==> config.mk <==
export PLATFORM = sky130hd
export DESIGN_NAME = grid_rect_first_fit_allocator
export DESIGN_NICKNAME = d
export VERILOG_FILES = /design/src/rtl/core/gfa_pkg.sv /design/src/rtl/core/gfa_cfg_regs.sv /design/src/rtl/core/gfa_engine.sv /design/src/rtl/core/grid_rect_first_fit_allocator.sv
export SDC_FILE = /design/constraint.sdc
export NUM_CORES = 2
export LEC_CHECK = 0
export BUFFER_PORTS_ARGS = -buffer_cell sky130_fd_sc_hd__buf_2
export CORE_ASPECT_RATIO = 1.5
export CORE_MARGIN = 3
export CORE_UTILIZATION = 45
export CTS_CLUSTER_DIAMETER = 30
export DETAILED_ROUTE_END_ITERATION = 7
export GPL_TIMING_DRIVEN = 0
export MAX_ROUTING_LAYER = met4
export PLACE_DENSITY = 0.66
export SLEW_MARGIN = 20
export SYNTH_ARGS = -nofsm -noshare
export SYNTH_HDL_FRONTEND = slang
export SYNTH_SLANG_ARGS = --single-unit
==> constraint.sdc <==
create_clock -name aclk -period 6.6 [get_ports aclk]
set_input_delay 0 -clock aclk [delete_from_list [all_inputs] [get_ports aclk]]
set_output_delay 0 -clock aclk [all_outputs]
set_load 0.01 [all_outputs]
==> src/rtl/core/gfa_pkg.sv <==
// gfa_pkg: shared types, codes and default sizes for the grid rectangle allocator
// no dependencies; imported by every module of the block
`default_nettype none

package gfa_pkg;

    // default grid geometry and id width
    localparam int DEF_MAX_COLUMNS = 16;
    localparam int DEF_MAX_ROWS    = 16;
    localparam int DEF_ID_BITS     = 8;

    // fixed field widths of the request, result, configuration and apb port
    localparam int ITEM_ID_BITS = 8;
    localparam int EXTENT_BITS  = 5;
    localparam int POS_BITS     = 4;
    localparam int CFG_BITS     = 5;
    localparam int APB_ADDR_BITS = 3;
    localparam int APB_DATA_BITS = 32;

    // request command codes
    typedef enum logic {
        CMD_ADD    = 1'b0,
        CMD_REMOVE = 1'b1
    } cmd_t;

    // result status codes
    typedef enum logic [2:0] {
        ST_PLACED  = 3'd0,
        ST_NO_ROOM = 3'd1,
        ST_REMOVED = 3'd2,
        ST_ABSENT  = 3'd3,
        ST_BAD_ID  = 3'd4
    } status_t;

    // register index, taken from paddr[2]
    typedef enum logic {
        REG_COLUMNS = 1'b0,
        REG_ROWS    = 1'b1
    } reg_idx_t;

    typedef struct packed {
        logic                    cmd;
        logic [ITEM_ID_BITS-1:0] item_id;
        logic [EXTENT_BITS-1:0]  item_width;
        logic [EXTENT_BITS-1:0]  item_height;
    } req_t;

    typedef struct packed {
        status_t             status;
        logic [POS_BITS-1:0] pos_x;
        logic [POS_BITS-1:0] pos_y;
    } rsp_t;

    typedef struct packed {
        logic [CFG_BITS-1:0] grid_columns;
        logic [CFG_BITS-1:0] grid_rows;
    } cfg_t;

endpackage

`default_nettype wire

==> src/rtl/core/gfa_cfg_regs.sv <==
// gfa_cfg_regs: apb register file holding grid_columns and grid_rows
// depends on gfa_pkg
`default_nettype none

module gfa_cfg_regs
    import gfa_pkg::*;
(
    input  wire logic                     aclk,
    input  wire logic                     aresetn,
    input  wire logic                     psel,
    input  wire logic                     penable,
    input  wire logic                     pwrite,
    input  wire logic [APB_ADDR_BITS-1:0] paddr,
    input  wire logic [APB_DATA_BITS-1:0] pwdata,
    output logic      [APB_DATA_BITS-1:0] prdata,
    output cfg_t                          cfg
);

    cfg_t     cfg_reg;
    cfg_t     cfg_next;
    reg_idx_t sel_idx;
    logic     wr_en;

    assign sel_idx = reg_idx_t'(paddr[2]);
    assign wr_en   = psel & penable & pwrite;

    // register write decode
    always_comb begin
        cfg_next = cfg_reg;
        if (wr_en) begin
            unique case (sel_idx)
                REG_COLUMNS: cfg_next.grid_columns = pwdata[CFG_BITS-1:0];
                REG_ROWS:    cfg_next.grid_rows    = pwdata[CFG_BITS-1:0];
                default:     cfg_next = cfg_reg;
            endcase
        end
    end

    always_ff @(posedge aclk) begin
        if (!aresetn) begin
            cfg_reg.grid_columns <= CFG_BITS'(16);
            cfg_reg.grid_rows    <= CFG_BITS'(16);
        end else begin
            cfg_reg <= cfg_next;
        end
    end

    // read mux
    always_comb begin
        unique case (sel_idx)
            REG_COLUMNS: prdata = APB_DATA_BITS'(cfg_reg.grid_columns);
            REG_ROWS:    prdata = APB_DATA_BITS'(cfg_reg.grid_rows);
            default:     prdata = '0;
        endcase
    end

    assign cfg = cfg_reg;

endmodule

`default_nettype wire

==> src/rtl/core/gfa_engine.sv <==
// gfa_engine: cell memory plus the sequencer that scans, fills and sweeps it
// depends on gfa_pkg
`default_nettype none

module gfa_engine
    import gfa_pkg::*;
#(
    parameter int MAX_COLUMNS = DEF_MAX_COLUMNS,
    parameter int MAX_ROWS    = DEF_MAX_ROWS,
    parameter int ID_BITS     = DEF_ID_BITS
) (
    input  wire logic aclk,
    input  wire logic aresetn,
    input  wire logic req_valid,
    input  req_t      req,
    output logic      req_ready,
    input  cfg_t      cfg,
    input  wire logic out_free,
    output logic      rsp_valid,
    output rsp_t      rsp
);

    localparam int DEPTH     = MAX_ROWS * MAX_COLUMNS;
    localparam int ADDR_BITS = (DEPTH > 1) ? $clog2(DEPTH) : 1;
    localparam int CXW       = $clog2(MAX_COLUMNS + 32);
    localparam int CYW       = $clog2(MAX_ROWS + 32);

    typedef enum logic [7:0] {
        S_CLEAR = 8'b0000_0001,
        S_IDLE  = 8'b0000_0010,
        S_START = 8'b0000_0100,
        S_READ  = 8'b0000_1000,
        S_CHECK = 8'b0001_0000,
        S_FILL  = 8'b0010_0000,
        S_SWEEP = 8'b0100_0000,
        S_DONE  = 8'b1000_0000
    } state_t;

    state_t               state_reg, state_next;
    req_t                 req_reg, req_next;
    rsp_t                 rsp_reg, rsp_next;
    logic [CXW-1:0]       x0_reg, x0_next, cx_reg, cx_next;
    logic [CYW-1:0]       y0_reg, y0_next, cy_reg, cy_next;
    logic [ADDR_BITS:0]   sweep_reg, sweep_next;
    logic                 pend_reg, pend_next;
    logic [ADDR_BITS-1:0] pend_addr_reg, pend_addr_next;
    logic                 found_reg, found_next;

    // cell memory, one write and one registered read per cycle
    logic [ID_BITS-1:0]   mem [DEPTH];
    logic [ID_BITS-1:0]   rdata_reg;
    logic                 mem_we, mem_re;
    logic [ADDR_BITS-1:0] mem_waddr, mem_raddr;
    logic [ID_BITS-1:0]   mem_wdata;

    always_ff @(posedge aclk) begin
        if (mem_we) begin
            mem[mem_waddr] <= mem_wdata;
        end
        if (mem_re) begin
            rdata_reg <= mem[mem_raddr];
        end
    end

    // active geometry and request fields
    logic [CXW-1:0]       cols_act, wid, cx_inc, nx_end, rect_x_end;
    logic [CYW-1:0]       rows_act, hei, cy_inc, ny, ny_end, rect_y_end;
    logic                 id_ok, last_col, last_row;
    logic [ID_BITS-1:0]   req_id;
    logic [ADDR_BITS-1:0] cell_addr;

    assign cols_act = (CXW'(cfg.grid_columns) > CXW'(MAX_COLUMNS)) ?
                      CXW'(MAX_COLUMNS) : CXW'(cfg.grid_columns);
    assign rows_act = (CYW'(cfg.grid_rows) > CYW'(MAX_ROWS)) ?
                      CYW'(MAX_ROWS) : CYW'(cfg.grid_rows);
    assign wid      = CXW'(req_reg.item_width);
    assign hei      = CYW'(req_reg.item_height);
    assign id_ok    = (req_reg.item_id != '0) && ((req_reg.item_id >> ID_BITS) == '0);
    assign req_id   = ID_BITS'(req_reg.item_id);

    // cursor stepping and compare unit shared by scan and fill
    assign cx_inc     = cx_reg + CXW'(1);
    assign cy_inc     = cy_reg + CYW'(1);
    assign rect_x_end = x0_reg + wid;
    assign rect_y_end = y0_reg + hei;
    assign last_col   = (cx_inc >= rect_x_end);
    assign last_row   = (cy_inc >= rect_y_end);
    assign nx_end     = cx_inc + wid;
    assign ny         = y0_reg + CYW'(1);
    assign ny_end     = ny + hei;
    assign cell_addr  = ADDR_BITS'(ADDR_BITS'(cy_reg) * ADDR_BITS'(MAX_COLUMNS)
                        + ADDR_BITS'(cx_reg));

    // sequencer
    always_comb begin
        state_next     = state_reg;
        req_next       = req_reg;
        rsp_next       = rsp_reg;
        x0_next        = x0_reg;
        y0_next        = y0_reg;
        cx_next        = cx_reg;
        cy_next        = cy_reg;
        sweep_next     = sweep_reg;
        pend_next      = pend_reg;
        pend_addr_next = pend_addr_reg;
        found_next     = found_reg;
        mem_we         = 1'b0;
        mem_waddr      = cell_addr;
        mem_wdata      = '0;
        mem_re         = 1'b0;
        mem_raddr      = cell_addr;
        req_ready      = 1'b0;
        rsp_valid      = 1'b0;

        unique case (state_reg)
            S_CLEAR: begin
                mem_we     = 1'b1;
                mem_waddr  = sweep_reg[ADDR_BITS-1:0];
                sweep_next = sweep_reg + (ADDR_BITS+1)'(1);
                if (sweep_reg == (ADDR_BITS+1)'(DEPTH - 1)) begin
                    state_next = S_IDLE;
                end
            end
            S_IDLE: begin
                req_ready = 1'b1;
                if (req_valid) begin
                    req_next   = req;
                    state_next = S_START;
                end
            end
            S_START: begin
                rsp_next.pos_x = '0;
                rsp_next.pos_y = '0;
                x0_next = '0;
                y0_next = '0;
                cx_next = '0;
                cy_next = '0;
                if (!id_ok) begin
                    rsp_next.status = ST_BAD_ID;
                    state_next      = S_DONE;
                end else if (req_reg.cmd == CMD_REMOVE) begin
                    sweep_next = '0;
                    pend_next  = 1'b0;
                    found_next = 1'b0;
                    state_next = S_SWEEP;
                end else if (wid == '0 || hei == '0 || wid > cols_act ||
                             hei > rows_act) begin
                    rsp_next.status = ST_NO_ROOM;
                    state_next      = S_DONE;
                end else begin
                    state_next = S_READ;
                end
            end
            S_READ: begin
                mem_re     = 1'b1;
                state_next = S_CHECK;
            end
            S_CHECK: begin
                state_next = S_READ;
                if (rdata_reg != '0) begin
                    // every corner up to this cell in the row collides, jump past it
                    if (nx_end > cols_act) begin
                        if (ny_end > rows_act) begin
                            rsp_next.status = ST_NO_ROOM;
                            state_next      = S_DONE;
                        end
                        x0_next = '0;
                        y0_next = ny;
                        cx_next = '0;
                        cy_next = ny;
                    end else begin
                        x0_next = cx_inc;
                        cx_next = cx_inc;
                        cy_next = y0_reg;
                    end
                end else if (!last_col) begin
                    cx_next = cx_inc;
                end else if (!last_row) begin
                    cx_next = x0_reg;
                    cy_next = cy_inc;
                end else begin
                    cx_next    = x0_reg;
                    cy_next    = y0_reg;
                    state_next = S_FILL;
                end
            end
            S_FILL: begin
                mem_we    = 1'b1;
                mem_wdata = req_id;
                if (!last_col) begin
                    cx_next = cx_inc;
                end else if (!last_row) begin
                    cx_next = x0_reg;
                    cy_next = cy_inc;
                end else begin
                    rsp_next.status = ST_PLACED;
                    rsp_next.pos_x  = x0_reg[POS_BITS-1:0];
                    rsp_next.pos_y  = y0_reg[POS_BITS-1:0];
                    state_next      = S_DONE;
                end
            end
            S_SWEEP: begin
                // read one cell a cycle, clear the previous one on a match
                mem_raddr = sweep_reg[ADDR_BITS-1:0];
                pend_next = 1'b0;
                if (sweep_reg != (ADDR_BITS+1)'(DEPTH)) begin
                    mem_re         = 1'b1;
                    pend_next      = 1'b1;
                    pend_addr_next = sweep_reg[ADDR_BITS-1:0];
                    sweep_next     = sweep_reg + (ADDR_BITS+1)'(1);
                end
                if (pend_reg && rdata_reg == req_id) begin
                    mem_we     = 1'b1;
                    mem_waddr  = pend_addr_reg;
                    found_next = 1'b1;
                end
                if (sweep_reg == (ADDR_BITS+1)'(DEPTH) && !pend_reg) begin
                    rsp_next.status = found_reg ? ST_REMOVED : ST_ABSENT;
                    state_next      = S_DONE;
                end
            end
            S_DONE: begin
                rsp_valid = out_free;
                if (out_free) begin
                    state_next = S_IDLE;
                end
            end
            default: begin
                state_next = S_IDLE;
            end
        endcase
    end

    always_ff @(posedge aclk) begin
        if (!aresetn) begin
            state_reg <= S_CLEAR;
            sweep_reg <= '0;
            pend_reg  <= 1'b0;
            found_reg <= 1'b0;
        end else begin
            state_reg <= state_next;
            sweep_reg <= sweep_next;
            pend_reg  <= pend_next;
            found_reg <= found_next;
        end
    end

    always_ff @(posedge aclk) begin
        req_reg       <= req_next;
        rsp_reg       <= rsp_next;
        x0_reg        <= x0_next;
        y0_reg        <= y0_next;
        cx_reg        <= cx_next;
        cy_reg        <= cy_next;
        pend_addr_reg <= pend_addr_next;
    end

    assign rsp = rsp_reg;

endmodule

`default_nettype wire

==> src/rtl/core/grid_rect_first_fit_allocator.sv <==
// grid_rect_first_fit_allocator: top level with request/result channels and apb port
// depends on gfa_pkg, gfa_cfg_regs, gfa_engine
//
// Keeps a MAX_ROWS x MAX_COLUMNS grid of item ids (0 = empty) in one on-chip memory and
// serves one request at a time through a single cursor/compare unit and a sequencer.
// After reset a clearing pass writes zero to every cell with s_ready low; the
// configuration port works during it. An add scans corners in row-major order,
// examining each cell by a memory read, then a compare, and skipping past any
// occupied cell it meets, then writes the rectangle at one cell per cycle. A remove
// sweeps every memory cell. A bad id or an impossible size finishes without a scan
// or sweep. A result sits in an output register, so the next request is taken while
// the previous result waits on m_ready.
`default_nettype none

module grid_rect_first_fit_allocator
    import gfa_pkg::*;
#(
    parameter int MAX_COLUMNS = DEF_MAX_COLUMNS,
    parameter int MAX_ROWS    = DEF_MAX_ROWS,
    parameter int ID_BITS     = DEF_ID_BITS
) (
    input  wire logic                     aclk,
    input  wire logic                     aresetn,
    // request channel
    input  wire logic                     s_valid,
    output logic                          s_ready,
    input  wire logic                     s_cmd,
    input  wire logic [ITEM_ID_BITS-1:0]  s_item_id,
    input  wire logic [EXTENT_BITS-1:0]   s_item_width,
    input  wire logic [EXTENT_BITS-1:0]   s_item_height,
    // result channel
    output logic                          m_valid,
    input  wire logic                     m_ready,
    output logic      [2:0]               m_status,
    output logic      [POS_BITS-1:0]      m_pos_x,
    output logic      [POS_BITS-1:0]      m_pos_y,
    // configuration port
    input  wire logic                     psel,
    input  wire logic                     penable,
    input  wire logic                     pwrite,
    input  wire logic [APB_ADDR_BITS-1:0] paddr,
    input  wire logic [APB_DATA_BITS-1:0] pwdata,
    output logic      [APB_DATA_BITS-1:0] prdata,
    output logic                          pready
);

    cfg_t cfg;
    req_t req;
    rsp_t rsp, rsp_out_reg;
    logic rsp_valid;
    logic m_valid_reg, m_valid_next;
    logic out_free;

    assign pready = 1'b1;

    gfa_cfg_regs u_cfg (
        .aclk    (aclk),
        .aresetn (aresetn),
        .psel    (psel),
        .penable (penable),
        .pwrite  (pwrite),
        .paddr   (paddr),
        .pwdata  (pwdata),
        .prdata  (prdata),
        .cfg     (cfg)
    );

    // pack the request fields
    always_comb begin
        req.cmd         = s_cmd;
        req.item_id     = s_item_id;
        req.item_width  = s_item_width;
        req.item_height = s_item_height;
    end

    gfa_engine #(
        .MAX_COLUMNS (MAX_COLUMNS),
        .MAX_ROWS    (MAX_ROWS),
        .ID_BITS     (ID_BITS)
    ) u_engine (
        .aclk      (aclk),
        .aresetn   (aresetn),
        .req_valid (s_valid),
        .req       (req),
        .req_ready (s_ready),
        .cfg       (cfg),
        .out_free  (out_free),
        .rsp_valid (rsp_valid),
        .rsp       (rsp)
    );

    // output register
    assign out_free = !m_valid_reg || m_ready;

    always_comb begin
        m_valid_next = m_valid_reg;
        if (rsp_valid) begin
            m_valid_next = 1'b1;
        end else if (m_ready) begin
            m_valid_next = 1'b0;
        end
    end

    always_ff @(posedge aclk) begin
        if (!aresetn) begin
            m_valid_reg <= 1'b0;
        end else begin
            m_valid_reg <= m_valid_next;
        end
    end

    always_ff @(posedge aclk) begin
        if (rsp_valid) begin
            rsp_out_reg <= rsp;
        end
    end

    assign m_valid  = m_valid_reg;
    assign m_status = rsp_out_reg.status;
    assign m_pos_x  = rsp_out_reg.pos_x;
    assign m_pos_y  = rsp_out_reg.pos_y;

endmodule

`default_nettype wire

==> results_dict.tcl <==
set metrics [dict create \
    status "finished with violations" \
    violations "design-rule violations, negative setup slack" \
    drtAntennaViolNets 0 \
    crit_type "flip-flop to flip-flop" \
    yosys_warnings 0 \
    tns_ps -857 \
    cp.arrival_ps 7390 \
    drt_iter0_drc 11150 \
    finalHoldViolations 0 \
    synth_cell_types 80 \
    drt-vias-per-instance 6.48 \
    worst_slew_pin_slew_ps 1390 \
    die_area_um2 200000 \
    yosysSeqAreaShare_pct 73.8 \
    antenna_found_initial 39 \
    path_clk_slew_ps 60 \
    whs_ps 27.9 \
    synth_area_leader_cell "edfxtp_1" \
    start_util_pct 45.4 \
    timing.final.ws_setup_ps -288 \
    hpwlAfterDp_um 255000 \
    fin_skew_ps 66.9 \
    hold_class "input pin to flip-flop" \
    pwr_density_cell_nw_per_um2 314 \
    htree_levels 5 \
    coreArea_um2 193000 \
    num_vias 61756 \
    placementRows 197 \
    ios 107 \
    die_x_um 366 \
    fin_nets 6775 \
    cts_root_buf "clkbuf_16" \
    synth-async-reset-ratio_pct 0 \
    syn_area_per_cell_um2 14.2 \
    port_buffers 48 \
    slowest_stage "nand4_1" \
    gr-total-overflow 0 \
    ys_ff_latch 2159 \
    syn_inst 6145 \
    fmax_mhz 145 \
    wl_per_cell_um 38.6 \
    largest_reg_flops 2048 \
    firstDrtPassIters 8 \
    slew_headroom_pct 4.73 \
    final_common_cell "edfxtp_1" \
    area_growth_pct 18.8 \
    yosys-top-cells-area "edfxtp_1 73%, mux2i_1 5.3%, nand2_1 4.5%" \
    clock_sinks 2159 \
    rsz0062_at_grt "no" \
    mostFrequentLayoutCells "2129 x edfxtp_1, 1038 x nand2_1, 465 x mux2i_1" \
    ys.flop_type "edfxtp_1" \
    layout-drive-gt1-share_pct 14.9 \
    critPathMaxFanout 10 \
    period_needed_ps 6890 \
    cts_tree "yes" \
    grt_pass1_wl_um 490000 \
    cap_violations 0 \
    slowest_delay_ps 750 \
    cts_buffer_depth 4 \
    synth_top_area_share_pct 73.1 \
    netlist_area_um2 87400 \
    drt_wl_total_um 368000 \
    critPathCaptureType "flip-flop" \
    fin_crit_sh_pct 104 \
    cts_setup_buffers 0 \
    cts_buffers 315 \
    ir_worst_vdd_v 0.000220 \
    grt_usage_pct 37.1 \
    power.total_mw 32.6 \
    finalMaxSlewViolations 0 \
    cp_data_required_time_ps 7110 \
    synth_edf_count 2129 \
    place_congestion 1.06 \
    cp-start-kind "flip-flop" \
    p_leak_nw 37.4 \
    grt_pass1_vias 58343 \
    drc 1 \
    grt_max_degree 79 \
    setup_viol 6 \
    path_cells "ha_1 > fa_1 > nor2_1 > a21o_1 > nand3_1 > clkbuf_1 > clkbuf_1 > a31oi_1 > nand4_1 > nand4_1 > nor2_1 > nor4_1" \
    die_h_um 546 \
    insertion_delay_ps 870 \
]
[cell usage after synthesis, types with 37 or more instances]
library cell and instances:
a21oi_1 158, a31oi_1 134, a32oi_1 37, buf_2 147, buf_4 51, clkbuf_1 170
edfxtp_1 2129, ha_1 61, inv_1 51, mux2i_1 465, nand2_1 1038, nand3_1 403
nand4_1 127, nor2_1 351, o21ai_0 156, o22ai_1 192
[critical path, delay by kind of cell (launching register included)]
family | cells | cell delay (ps)
AOI/OAI and AO/OA | 2 | 980
adders and majority gates | 2 | 860
buffers and inverters | 2 | 1200
DFF | 1 | 530
and+or+nand+nor | 6 | 2960
[power breakdown]
group	internal [mW]	total (mW)	switching [mW]
sequential	15.0	15.0	0.0420
clock	10.3	17.0	6.61
combinational	0.158	0.610	0.452
total	25.5	32.6	7.11
[through the flow]
| step | util (%) | worst slack, ps | instance area, um^2 | cells |
|---|---|---|---|---|
| 2_1_floorplan | - | 715 | 87500 | 6171 |
| 3_3_place_gp | 47.3 | -5160 | 91000 | 8806 |
| 3_5_place_dp | 48.0 | -262 | 92400 | 8863 |
| 4_1_cts | 53.8 | 10.3 | 104000 | 9485 |
| 5_1_grt | 53.9 | 19.3 | 104000 | 9524 |
| 6_report | 53.9 | -288 | 104000 | 9527 |
[repair_timing]
action | 4_1_cts | 5_1_grt
hold endpoints to repair | 49 | 0
hold buffers | 57 | 0
resized for setup | 1 | 4
pin swaps | 2 | 4
endpoints found under the setup margin | 6 | 5
[area by class of cell]
cell class / instances / area (um^2)
Clock buffer: 340 / 8210
Antenna cell: 41 / 103
Inverter: 52 / 195
Buffer: 400 / 1970
Clock inverter: 228 / 2400
Tap cell: 2587 / 3240
Timing Repair Buffer: 164 / 1890
Multi-Input combinational cell: 3556 / 21300
Sequential cell: 2159 / 64500
Fill cell: 15466 / 88700
[layer usage]
metal / vias up / track usage, % / part of all wire (%)
li1: 24465 / - / -
met1: 30296 / 40.2 / 31
met2: 5285 / 54.8 / 45
met3: 1710 / 11.7 / 13
met4: 0 / 32.9 / 11
met5: - / - / 0
[cells by family (layout without fill, tap and decap cells)]
family | Yosys count | in the layout | synth area share, %
AND/OR/NAND/NOR | 2081 | 2081 | 10.4
adder cells (fa/ha/maj) | 66 | 66 | 0.987
XOR/XNOR | 47 | 47 | 0.471
other | 2 | 69 | 0.00859
AO/OA/AOI/OAI | 850 | 850 | 6.12
multiplexers | 484 | 484 | 5.72
buffers and inverters | 456 | 1184 | 2.45
flip-flops | 2159 | 2159 | 73.8
[final timing paths]
check / from / to / slack, ps / depth (start not counted)
min: pwdata[4] / u_cfg.cfg[9]$_SDFFE_PN1P_ / 30 / 4
min reg2reg: u_engine.rsp[4]$_SDFFCE_PP0P_ / m_pos_x[0]$_DFFE_PP_ / 410 / 0
max: u_engine.cy_reg[0]$_DFFE_PP_ / u_engine.rdata_reg[5]$_DFFE_PP_ / -290 / 12
max reg2reg: u_engine.cy_reg[0]$_DFFE_PP_ / u_engine.rdata_reg[5]$_DFFE_PP_ / -290 / 12
(Power assumes the default switching activity.)
